--- config.mk ---
export PLATFORM = sky130hd
export DESIGN_NAME = vu_needle_ballistics
export DESIGN_NICKNAME = d
export VERILOG_FILES = /design/src/hdl/vnb_pkg.sv /design/src/hdl/vnb_serial_mul.sv /design/src/hdl/vnb_level_map.sv /design/src/hdl/vu_needle_ballistics.sv
export SDC_FILE = /design/constraint.sdc
export NUM_CORES = 2
export LEC_CHECK = 0
export BUFFER_PORTS_ARGS = -buffer_cell sky130_fd_sc_hd__buf_2
export CORE_MARGIN = 4
export CORE_UTILIZATION = 64
export DETAILED_ROUTE_END_ITERATION = 16
export PLACE_DENSITY = 0.82
export SLEW_MARGIN = 0
export SYNTH_ARGS = -nofsm -noshare
export SYNTH_HDL_FRONTEND = slang
export SYNTH_SLANG_ARGS = --single-unit
export TNS_END_PERCENT = 30
--- constraint.sdc ---
create_clock -name clk -period 8.7 [get_ports clk]
set_input_delay 1.74 -clock clk [delete_from_list [all_inputs] [get_ports clk]]
set_output_delay 1.74 -clock clk [all_outputs]
set_load 0.1 [all_outputs]
--- src/hdl/vnb_pkg.sv ---
package vnb_pkg;

  localparam int POS_FRAC = 14;
  localparam int POS_ONE  = 2 ** POS_FRAC;

  localparam int STOP_LO = -((POS_ONE + 10) / 20);
  localparam int STOP_HI = (27 * POS_ONE + 12) / 25;

  localparam int VEL_W   = 24;
  localparam int VEL_MAX = 2 ** (VEL_W - 1) - 1;
  localparam int VEL_MIN = -(2 ** (VEL_W - 1));

  localparam int MUL_A_W   = 40;
  localparam int MUL_B_W   = 24;
  localparam int MUL_DIGIT = 4;
  localparam int MUL_STEPS = MUL_B_W / MUL_DIGIT;
  localparam int MUL_P_W   = MUL_A_W + MUL_B_W;

  localparam int TGT_W = 15;

  localparam logic REG_NATURAL_FREQUENCY = 1'b0;
  localparam logic REG_DAMPING_RATIO     = 1'b1;

  typedef logic signed [MUL_A_W-1:0] mul_a_t;
  typedef logic signed [MUL_B_W-1:0] mul_b_t;
  typedef logic signed [MUL_P_W-1:0] mul_p_t;

endpackage

--- src/hdl/vnb_serial_mul.sv ---
module vnb_serial_mul (
  input  logic            clk,
  input  logic            rst,
  input  logic            start,
  input  vnb_pkg::mul_a_t a,
  input  vnb_pkg::mul_b_t b,
  output logic            busy,
  output vnb_pkg::mul_p_t product
);

  localparam int ACC_W = vnb_pkg::MUL_A_W + vnb_pkg::MUL_DIGIT + 1;
  localparam int CNT_W = $clog2(vnb_pkg::MUL_STEPS);

  vnb_pkg::mul_a_t                   a_r;
  logic [vnb_pkg::MUL_B_W-1:0]       b_r;
  logic [vnb_pkg::MUL_B_W-1:0]       low;
  logic signed [ACC_W-1:0]           acc;
  logic [CNT_W-1:0]                  cnt;
  logic                              last;
  logic signed [vnb_pkg::MUL_DIGIT:0] dig;
  logic signed [ACC_W:0]             term;
  logic signed [ACC_W:0]             sum;

  // The top digit of the multiplier carries its sign weight.
  always_comb begin
    last = (cnt == CNT_W'(vnb_pkg::MUL_STEPS - 1));
    if (last) begin
      dig = $signed({b_r[vnb_pkg::MUL_DIGIT-1], b_r[vnb_pkg::MUL_DIGIT-1:0]});
    end else begin
      dig = $signed({1'b0, b_r[vnb_pkg::MUL_DIGIT-1:0]});
    end
    term = a_r * dig;
    sum  = acc + term;
  end

  always_ff @(posedge clk) begin
    if (rst) begin
      busy <= 1'b0;
      cnt  <= '0;
    end else if (start) begin
      busy <= 1'b1;
      cnt  <= '0;
    end else if (busy) begin
      cnt <= cnt + 1'b1;
      if (last) begin
        busy <= 1'b0;
      end
    end
  end

  always_ff @(posedge clk) begin
    if (start) begin
      a_r <= a;
      b_r <= b;
      acc <= '0;
    end else if (busy) begin
      acc <= ACC_W'(sum >>> vnb_pkg::MUL_DIGIT);
      low <= {sum[vnb_pkg::MUL_DIGIT-1:0], low[vnb_pkg::MUL_B_W-1:vnb_pkg::MUL_DIGIT]};
      b_r <= b_r >> vnb_pkg::MUL_DIGIT;
    end
  end

  assign product = {acc[vnb_pkg::MUL_A_W-1:0], low};

endmodule

--- src/hdl/vnb_level_map.sv ---
module vnb_level_map (
  input  logic                       clk,
  input  logic                       rst,
  input  logic                       start,
  input  logic signed [15:0]         level,
  output logic                       busy,
  output logic [vnb_pkg::TGT_W-1:0]  target
);

  localparam int NUM_W = 17;
  localparam int DEN_W = 17;
  localparam int N_W   = NUM_W + vnb_pkg::POS_FRAC;
  localparam int Q_W   = vnb_pkg::TGT_W;
  localparam int CNT_W = $clog2(Q_W);

  logic signed [17:0]  dlev;
  logic [NUM_W-1:0]    num;
  logic [DEN_W-1:0]    den;
  logic [N_W-1:0]      nval;
  logic [DEN_W-1:0]    den_r;
  logic [DEN_W-1:0]    rem;
  logic [Q_W-1:0]      qsh;
  logic [CNT_W-1:0]    cnt;
  logic [DEN_W:0]      trial;
  logic                ge;

  // Each scale segment is one exact ratio; the flat ends divide by one.
  always_comb begin
    dlev = {{2{level[15]}}, level};
    num  = '0;
    den  = DEN_W'(1);
    nval = '0;
    if (dlev >= 18'sd0) begin
      nval = N_W'(vnb_pkg::POS_ONE);
    end else if (dlev <= -18'sd7680) begin
      nval = '0;
    end else begin
      if (dlev >= -18'sd1280) begin
        num = NUM_W'(dlev + 18'sd5120);
        den = DEN_W'(5120);
      end else if (dlev >= -18'sd2560) begin
        num = NUM_W'(66560 + 23 * (dlev + 18'sd2560));
        den = DEN_W'(128000);
      end else if (dlev >= -18'sd5120) begin
        num = NUM_W'(5632 + 3 * (dlev + 18'sd5120));
        den = DEN_W'(25600);
      end else begin
        num = NUM_W'(11 * (dlev + 18'sd7680));
        den = DEN_W'(128000);
      end
      nval = (N_W'(num) << vnb_pkg::POS_FRAC) + N_W'(den >> 1);
    end
  end

  always_comb begin
    trial = {rem, qsh[Q_W-1]};
    ge    = (trial >= {1'b0, den_r});
  end

  always_ff @(posedge clk) begin
    if (rst) begin
      busy <= 1'b0;
      cnt  <= '0;
    end else if (start) begin
      busy <= 1'b1;
      cnt  <= '0;
    end else if (busy) begin
      cnt <= cnt + 1'b1;
      if (cnt == CNT_W'(Q_W - 1)) begin
        busy <= 1'b0;
      end
    end
  end

  // Restoring division, one quotient bit per cycle; the quotient
  // shifts in where the dividend bits shift out.
  always_ff @(posedge clk) begin
    if (start) begin
      rem   <= DEN_W'(nval[N_W-1:Q_W]);
      qsh   <= nval[Q_W-1:0];
      den_r <= den;
    end else if (busy) begin
      if (ge) begin
        rem <= DEN_W'(trial - {1'b0, den_r});
      end else begin
        rem <= trial[DEN_W-1:0];
      end
      qsh <= {qsh[Q_W-2:0], ge};
    end
  end

  assign target = qsh;

endmodule

--- src/hdl/vu_needle_ballistics.sv ---
// The input is taken only while idle, so one item is processed at a time: each item makes six
// passes through the shared radix-16 serial multiplier and one through the serial level divider.
// A finished result waits in the output register while the next item runs.
// Reset is synchronous and active high: needle at 1.0, speed zero, registers
// at 20.0 rad/s and damping 1.0, output empty.
module vu_needle_ballistics (
  input  logic        clk,
  input  logic        rst,
  input  logic        cfg_write,
  input  logic        cfg_index,
  input  logic [15:0] cfg_data,
  input  logic        s_axis_tvalid,
  output logic        s_axis_tready,
  input  logic [39:0] s_axis_tdata,  // gain_reduction_db[15:0], time_step[35:16], zero[39:36]
  output logic        m_axis_tvalid,
  input  logic        m_axis_tready,
  output logic [55:0] m_axis_tdata,  // needle_position[15:0], target_position[30:16],
                                     // needle_speed[54:31], zero[55]
  output logic [0:0]  m_axis_tuser   // at_end_stop[0]
);

  localparam logic [3:0] ST_IDLE = 4'd0;
  localparam logic [3:0] ST_WW   = 4'd1;
  localparam logic [3:0] ST_ZW   = 4'd2;
  localparam logic [3:0] ST_TGT  = 4'd3;
  localparam logic [3:0] ST_SPR  = 4'd4;
  localparam logic [3:0] ST_DMP  = 4'd5;
  localparam logic [3:0] ST_ACC  = 4'd6;
  localparam logic [3:0] ST_DV   = 4'd7;
  localparam logic [3:0] ST_SAT  = 4'd8;
  localparam logic [3:0] ST_DP   = 4'd9;
  localparam logic [3:0] ST_CLP  = 4'd10;

  logic [3:0]                 state;
  logic [3:0]                 state_next;
  logic [15:0]                wn;
  logic [15:0]                zeta;
  logic [19:0]                dt;
  logic [31:0]                ww;
  logic [31:0]                zw;
  logic [vnb_pkg::TGT_W-1:0]  target;
  logic signed [33:0]         spring;
  logic signed [37:0]         damp;
  logic signed [39:0]         dv;
  logic signed [23:0]         vnew;
  logic signed [24:0]         dp;
  logic signed [15:0]         position;
  logic signed [23:0]         velocity;
  logic signed [15:0]         out_pos;
  logic [vnb_pkg::TGT_W-1:0]  out_tgt;
  logic signed [23:0]         out_vel;
  logic                       out_stop;

  logic                       in_xfer;
  logic                       out_free;
  logic                       mul_start;
  logic                       mul_busy;
  logic                       map_start;
  logic                       map_busy;
  vnb_pkg::mul_a_t            mul_a;
  vnb_pkg::mul_b_t            mul_b;
  vnb_pkg::mul_p_t            prod;
  logic [vnb_pkg::TGT_W-1:0]  map_target;
  logic signed [16:0]         diff;
  logic signed [39:0]         acc_val;
  logic signed [40:0]         vsum;
  logic signed [23:0]         vsat;
  logic signed [25:0]         psum;
  logic signed [15:0]         pos_clamped;
  logic                       stop;
  logic signed [63:0]         prod_r16;
  logic signed [63:0]         prod_r19;
  logic signed [63:0]         prod_r20;

  assign s_axis_tready = (state == ST_IDLE);
  assign in_xfer       = s_axis_tvalid && s_axis_tready;
  assign out_free      = !m_axis_tvalid || m_axis_tready;

  vnb_serial_mul u_mul (
    .clk     (clk),
    .rst     (rst),
    .start   (mul_start),
    .a       (mul_a),
    .b       (mul_b),
    .busy    (mul_busy),
    .product (prod)
  );

  vnb_level_map u_map (
    .clk    (clk),
    .rst    (rst),
    .start  (map_start),
    .level  ($signed(s_axis_tdata[15:0])),
    .busy   (map_busy),
    .target (map_target)
  );

  // Rounding to nearest with ties toward plus infinity.
  always_comb begin
    prod_r16 = (prod + 64'sd32768) >>> 16;
    prod_r19 = (prod + 64'sd262144) >>> 19;
    prod_r20 = (prod + 64'sd524288) >>> 20;
  end

  always_comb begin
    diff    = $signed({2'b00, map_target}) - $signed({position[15], position});
    acc_val = $signed({{6{spring[33]}}, spring}) - $signed({{2{damp[37]}}, damp});
    vsum    = $signed({{17{velocity[23]}}, velocity}) + $signed({dv[39], dv});
    if (vsum > 41'(vnb_pkg::VEL_MAX)) begin
      vsat = 24'(vnb_pkg::VEL_MAX);
    end else if (vsum < 41'(vnb_pkg::VEL_MIN)) begin
      vsat = 24'(vnb_pkg::VEL_MIN);
    end else begin
      vsat = vsum[23:0];
    end
    psum = $signed({{10{position[15]}}, position}) + $signed({dp[24], dp});
    stop = 1'b0;
    pos_clamped = psum[15:0];
    if (psum < 26'(vnb_pkg::STOP_LO)) begin
      pos_clamped = 16'(vnb_pkg::STOP_LO);
      stop        = 1'b1;
    end else if (psum > 26'(vnb_pkg::STOP_HI)) begin
      pos_clamped = 16'(vnb_pkg::STOP_HI);
      stop        = 1'b1;
    end
  end

  always_comb begin
    state_next = state;
    mul_start  = 1'b0;
    map_start  = 1'b0;
    mul_a      = '0;
    mul_b      = '0;
    case (state)
      ST_IDLE: begin
        if (in_xfer) begin
          map_start  = 1'b1;
          mul_start  = 1'b1;
          mul_a      = {24'b0, wn};
          mul_b      = {8'b0, wn};
          state_next = ST_WW;
        end
      end
      ST_WW: begin
        if (!mul_busy) begin
          mul_start  = 1'b1;
          mul_a      = {24'b0, zeta};
          mul_b      = {8'b0, wn};
          state_next = ST_ZW;
        end
      end
      ST_ZW: begin
        if (!mul_busy) begin
          state_next = ST_TGT;
        end
      end
      ST_TGT: begin
        if (!map_busy) begin
          mul_start  = 1'b1;
          mul_a      = {8'b0, ww};
          mul_b      = {{7{diff[16]}}, diff};
          state_next = ST_SPR;
        end
      end
      ST_SPR: begin
        if (!mul_busy) begin
          mul_start  = 1'b1;
          mul_a      = {8'b0, zw};
          mul_b      = velocity;
          state_next = ST_DMP;
        end
      end
      ST_DMP: begin
        if (!mul_busy) begin
          state_next = ST_ACC;
        end
      end
      ST_ACC: begin
        mul_start  = 1'b1;
        mul_a      = acc_val;
        mul_b      = {4'b0, dt};
        state_next = ST_DV;
      end
      ST_DV: begin
        if (!mul_busy) begin
          state_next = ST_SAT;
        end
      end
      ST_SAT: begin
        mul_start  = 1'b1;
        mul_a      = {{16{vsat[23]}}, vsat};
        mul_b      = {4'b0, dt};
        state_next = ST_DP;
      end
      ST_DP: begin
        if (!mul_busy) begin
          state_next = ST_CLP;
        end
      end
      ST_CLP: begin
        if (out_free) begin
          state_next = ST_IDLE;
        end
      end
      default: begin
        state_next = ST_IDLE;
      end
    endcase
  end

  always_ff @(posedge clk) begin
    if (rst) begin
      state         <= ST_IDLE;
      wn            <= 16'd5120;
      zeta          <= 16'd4096;
      position      <= 16'(vnb_pkg::POS_ONE);
      velocity      <= '0;
      m_axis_tvalid <= 1'b0;
    end else begin
      state <= state_next;
      if (cfg_write) begin
        case (cfg_index)
          vnb_pkg::REG_NATURAL_FREQUENCY: wn   <= cfg_data;
          vnb_pkg::REG_DAMPING_RATIO:     zeta <= cfg_data;
          default: begin
          end
        endcase
      end
      if (state == ST_CLP && out_free) begin
        position      <= pos_clamped;
        velocity      <= stop ? '0 : vnew;
        m_axis_tvalid <= 1'b1;
      end else if (m_axis_tready) begin
        m_axis_tvalid <= 1'b0;
      end
    end
  end

  always_ff @(posedge clk) begin
    if (in_xfer) begin
      dt <= s_axis_tdata[35:16];
    end
    if (state == ST_WW && !mul_busy) begin
      ww <= prod[31:0];
    end
    if (state == ST_ZW && !mul_busy) begin
      zw <= prod[31:0];
    end
    if (state == ST_TGT && !map_busy) begin
      target <= map_target;
    end
    if (state == ST_SPR && !mul_busy) begin
      spring <= prod_r16[33:0];
    end
    if (state == ST_DMP && !mul_busy) begin
      damp <= prod_r19[37:0];
    end
    if (state == ST_DV && !mul_busy) begin
      dv <= prod_r20[39:0];
    end
    if (state == ST_SAT) begin
      vnew <= vsat;
    end
    if (state == ST_DP && !mul_busy) begin
      dp <= prod_r20[24:0];
    end
    if (state == ST_CLP && out_free) begin
      out_pos  <= pos_clamped;
      out_tgt  <= target;
      out_vel  <= stop ? '0 : vnew;
      out_stop <= stop;
    end
  end

  assign m_axis_tdata = {1'b0, out_vel, out_tgt, out_pos};
  assign m_axis_tuser = out_stop;

endmodule

==> metrics.md <==
| Metric | Value |
|---|---|
| Status | `finished, final reports clean` |
| Hold_buf cts | `0` |
| GRT Overall Usage | `0.316` |
| Distinct cells, synth | `107` |
| Post-synthesis mux area share | `0.00666` |
| Synth Instances | `between 4000 and 5000` |
| GPL Wtd Cong | `roughly 0.99` |
| Worst setup margin | `approximately 1.9 ns` |
| VDD IR max | `between 0.0002 and 0.0003 V` |
| Floorplan row count | `between 90 and 100` |
| First-pass GRT wire length | `178000 um` |
| Share of layout cells above drive strength 1 | `0.0783` |
| Starting DRT DRC Count | `roughly 3700` |
| Xor-xnor portion of the synthesized cell area | `0.0637` |
| Drt first pass iters | `9` |
| Fin crit period | `around 6.8 ns` |
| Endpoints failing setup | `0` |
| Max-Cap Viols | `0` |
| Power Density | `around 340 nW/um^2` |
| Drt wl/cell | `around 22 um` |
| Root buf cell | `clkbuf_16` |
| Startpoint class of the critical path | `register` |
| Place WS | `~1.6 ns` |
| CTS tree | `built` |
| Deepest clock path buffer count | `3` |
| Max-slew violations | `0` |
| Critical path class | `reg2reg` |
| Register bit count reported by yosys | `approximately 570` |
| Leakage power | `19.3 nW` |
| Async set-reset flop share out of synthesis | `0` |
| Core ar. | `65900 um^2` |
| Clk_skew | `around 0.047 ns` |
| Primary FF master, synth | `edfxtp_1` |
| Most frequent cells in the layout | `439 x edfxtp_1, 430 x inv_1, 370 x nand2_1, 350 x ha_1, 272 x nor2_1` |
| Fin util | `0.699` |
| YS warnings | `0` |
| Post-detail-place hpwl | `around 86000 um` |
| # resized after CTS | `0` |
| Max-slew headroom | `0.207` |
| Clock Latency Late Sink | `0.68 ns` |
| Antenna-violating nets left | `0` |
| Post-DR vias/cell | `6.35` |
| H-tree depth | `2` |
| Register area share after synthesis | `0.370` |
| Synth Net Count | `4942` |
| Most common cell after layout, fill and taps aside | `edfxtp_1` |
| Peak Freq | `146 MHz` |
| Clock slew at reported path FFs | `0.06 ns` |
| Chip Width | `between 200 and 300 um` |
| Avg Inst Size Synth | `approximately 10 um^2` |
| Simple-Gate Fraction of Synth Area | `0.152` |
| Crit share post-route | `0.787` |
| Layout area overhead | `8.08%` |
| Post-synthesis adder-cell area fraction | `0.201` |
| Largest net degree at the start of global routing | `about 110` |
| Worst Path Max Fanout | `40` |
| Vias | `approximately 33000` |
| Vias in the first global route | `32400` |
| Hold Fails Final Rpt | `0` |
| Arr. time, crit path | `7.33 ns` |
| IO Port Bufs | `roughly 120` |
| # DRC | `0` |
| Final WL | `between 100000 and 150000 um` |
| Initial antenna violation count | `5` |
| CTS buffer count | `61` |
| Layout net count | `between 4000 and 5000` |
| Compound-Gate Fraction of Synth Area | `0.151` |
| Setup repair bufs after CTS | `0` |
| Io pins | `around 120` |
| Worst Max-Slew Pin Slew | `roughly 1.2 ns` |
| Req. time, crit path | `slightly above 9 ns` |
| Setup crit end kind | `register` |
| Largest family of logic cells by synthesized area | `adder cells` |
| Hold Path Class | `reg2reg` |
| Initial core utilization | `0.647` |
| GRT Residual Overflow | `0` |
| Total clock sinks | `around 570` |
| DIE AREA | `70800 um^2` |
| Post-synth EDFFs | `about 440` |
| Reg2reg setup slack | `1.86 ns` |
| RSZ-0062 raised after global routing | `no` |
| Die H | `266 um` |
| Hold slack final | `between 0.4 and 0.5 ns` |
| Setup TNS | `0 ns` |
| Post-synthesis instance area | `between 40000 and 50000 um^2` |
## report_power, final
group / internal [W] / switching, W
clock: 0.00162 / 0.00119
combinational: 0.00354 / 0.00506
sequential: 0.00365 / 0.000574
## state kept, by name, summed over array words and instances (netlist names), 25 cells and up
signal	cells
damp	38
dp	25
dv	40
spring	34
u_mul.a_r	39
u_mul.acc	42
ww	32
zw	32
## critical path, cell delays in order (launching register included)
cell	delay, ns
dfxtp_1	0.39
ha_1	0.21
nand3_1	0.10
buf_4	0.28
or2_2	0.36
fa_1	0.51
fa_1	0.52
fa_1	0.51
fa_1	0.51
inv_1	0.07
fa_1	0.46
a21o_1	0.22
nand4_1	0.11
a21oi_1	0.15
o211ai_1	0.40
a41oi_1	0.40
a211oi_1	0.46
o21ai_0	0.21
a21o_1	0.28
a41oi_1	0.29
xnor2_1	0.14
o21ai_0	0.08
## area by class of cell
cell class              count  area [um^2]
diodes                      1         2.50
clock buffers              75         1650
clock inverters            41          536
fillers                  4820        19800
inverters                 434         1630
multi-input cells        3139        24600
flip-flops and latches    568        15800
well taps                 864         1080
repair buffers            150          841
## per-layer routing
layer  vias up  track usage  wire length [um]  share of wire
li1      15300            -                 -              -
met1     16200        0.441             46000           0.40
met2      1664        0.500             52300           0.46
met3       278       0.0527             11100          0.097
met4         0        0.124              4920          0.043
met5         -            0                 0              0
## stage by stage
stage               cell area, um^2  power (W)  instances
global placement              43900     0.0124       5155
global route                  46100     0.0169       5271
detailed placement            43900     0.0127       5155
floorplan                     42600     0.0106       4320
finish                        46100     0.0156       5272
CTS                           46100     0.0156       5271
## Yosys cell counts, types with 26 or more instances
cell type / instances / share of area
a31oi_1: 37 / 0.0054
a21oi_1: 245 / 0.029
and3_1: 30 / 0.0044
nor3_1: 74 / 0.0087
a21o_1: 77 / 0.014
o21ai_0: 153 / 0.018
or3_1: 28 / 0.0041
o211ai_1: 36 / 0.0063
nand4_1: 37 / 0.0054
dfxtp_1: 129 / 0.061
xnor2_1: 184 / 0.038
nand2b_1: 36 / 0.0053
fa_1: 210 / 0.099
ha_1: 350 / 0.10
inv_1: 430 / 0.038
o21a_1: 35 / 0.0062
a22oi_1: 31 / 0.0055
edfxtp_1: 439 / 0.31
a211oi_1: 34 / 0.0060
xor2_1: 126 / 0.026
nor2b_1: 51 / 0.0075
clkbuf_1: 145 / 0.013
nand2_1: 370 / 0.033
nand3b_1: 60 / 0.011
or2_2: 31 / 0.0046
a222oi_1: 26 / 0.0061
and2_1: 151 / 0.022
nor2_1: 273 / 0.024
nand3_1: 78 / 0.0092
o21ai_1: 31 / 0.0036
## logic make-up (layout without fill, tap and decap cells)
| family | Yosys count | in the layout |
|---|---|---|
| buffers and inverters | 613 | 700 |
| muxes | 28 | 28 |
| AOI/OAI and AO/OA | 946 | 946 |
| adders and majority gates | 560 | 560 |
| and+or+nand+nor | 1294 | 1294 |
| xor gates and xnor gates | 310 | 310 |
| DFF | 568 | 568 |
| other | 1 | 2 |
## worst paths after layout
kind                     start       endpoint  cells past startpoint
setup reg to reg  u_mul.cnt[0]  u_mul.acc[41]                     21
setup / recovery  u_mul.cnt[0]  u_mul.acc[41]                     21
hold reg to reg      target[8]     out_tgt[8]                      0
hold / removal       target[8]     out_tgt[8]                      0
Note: power is estimated with default switching activity, not from simulation.
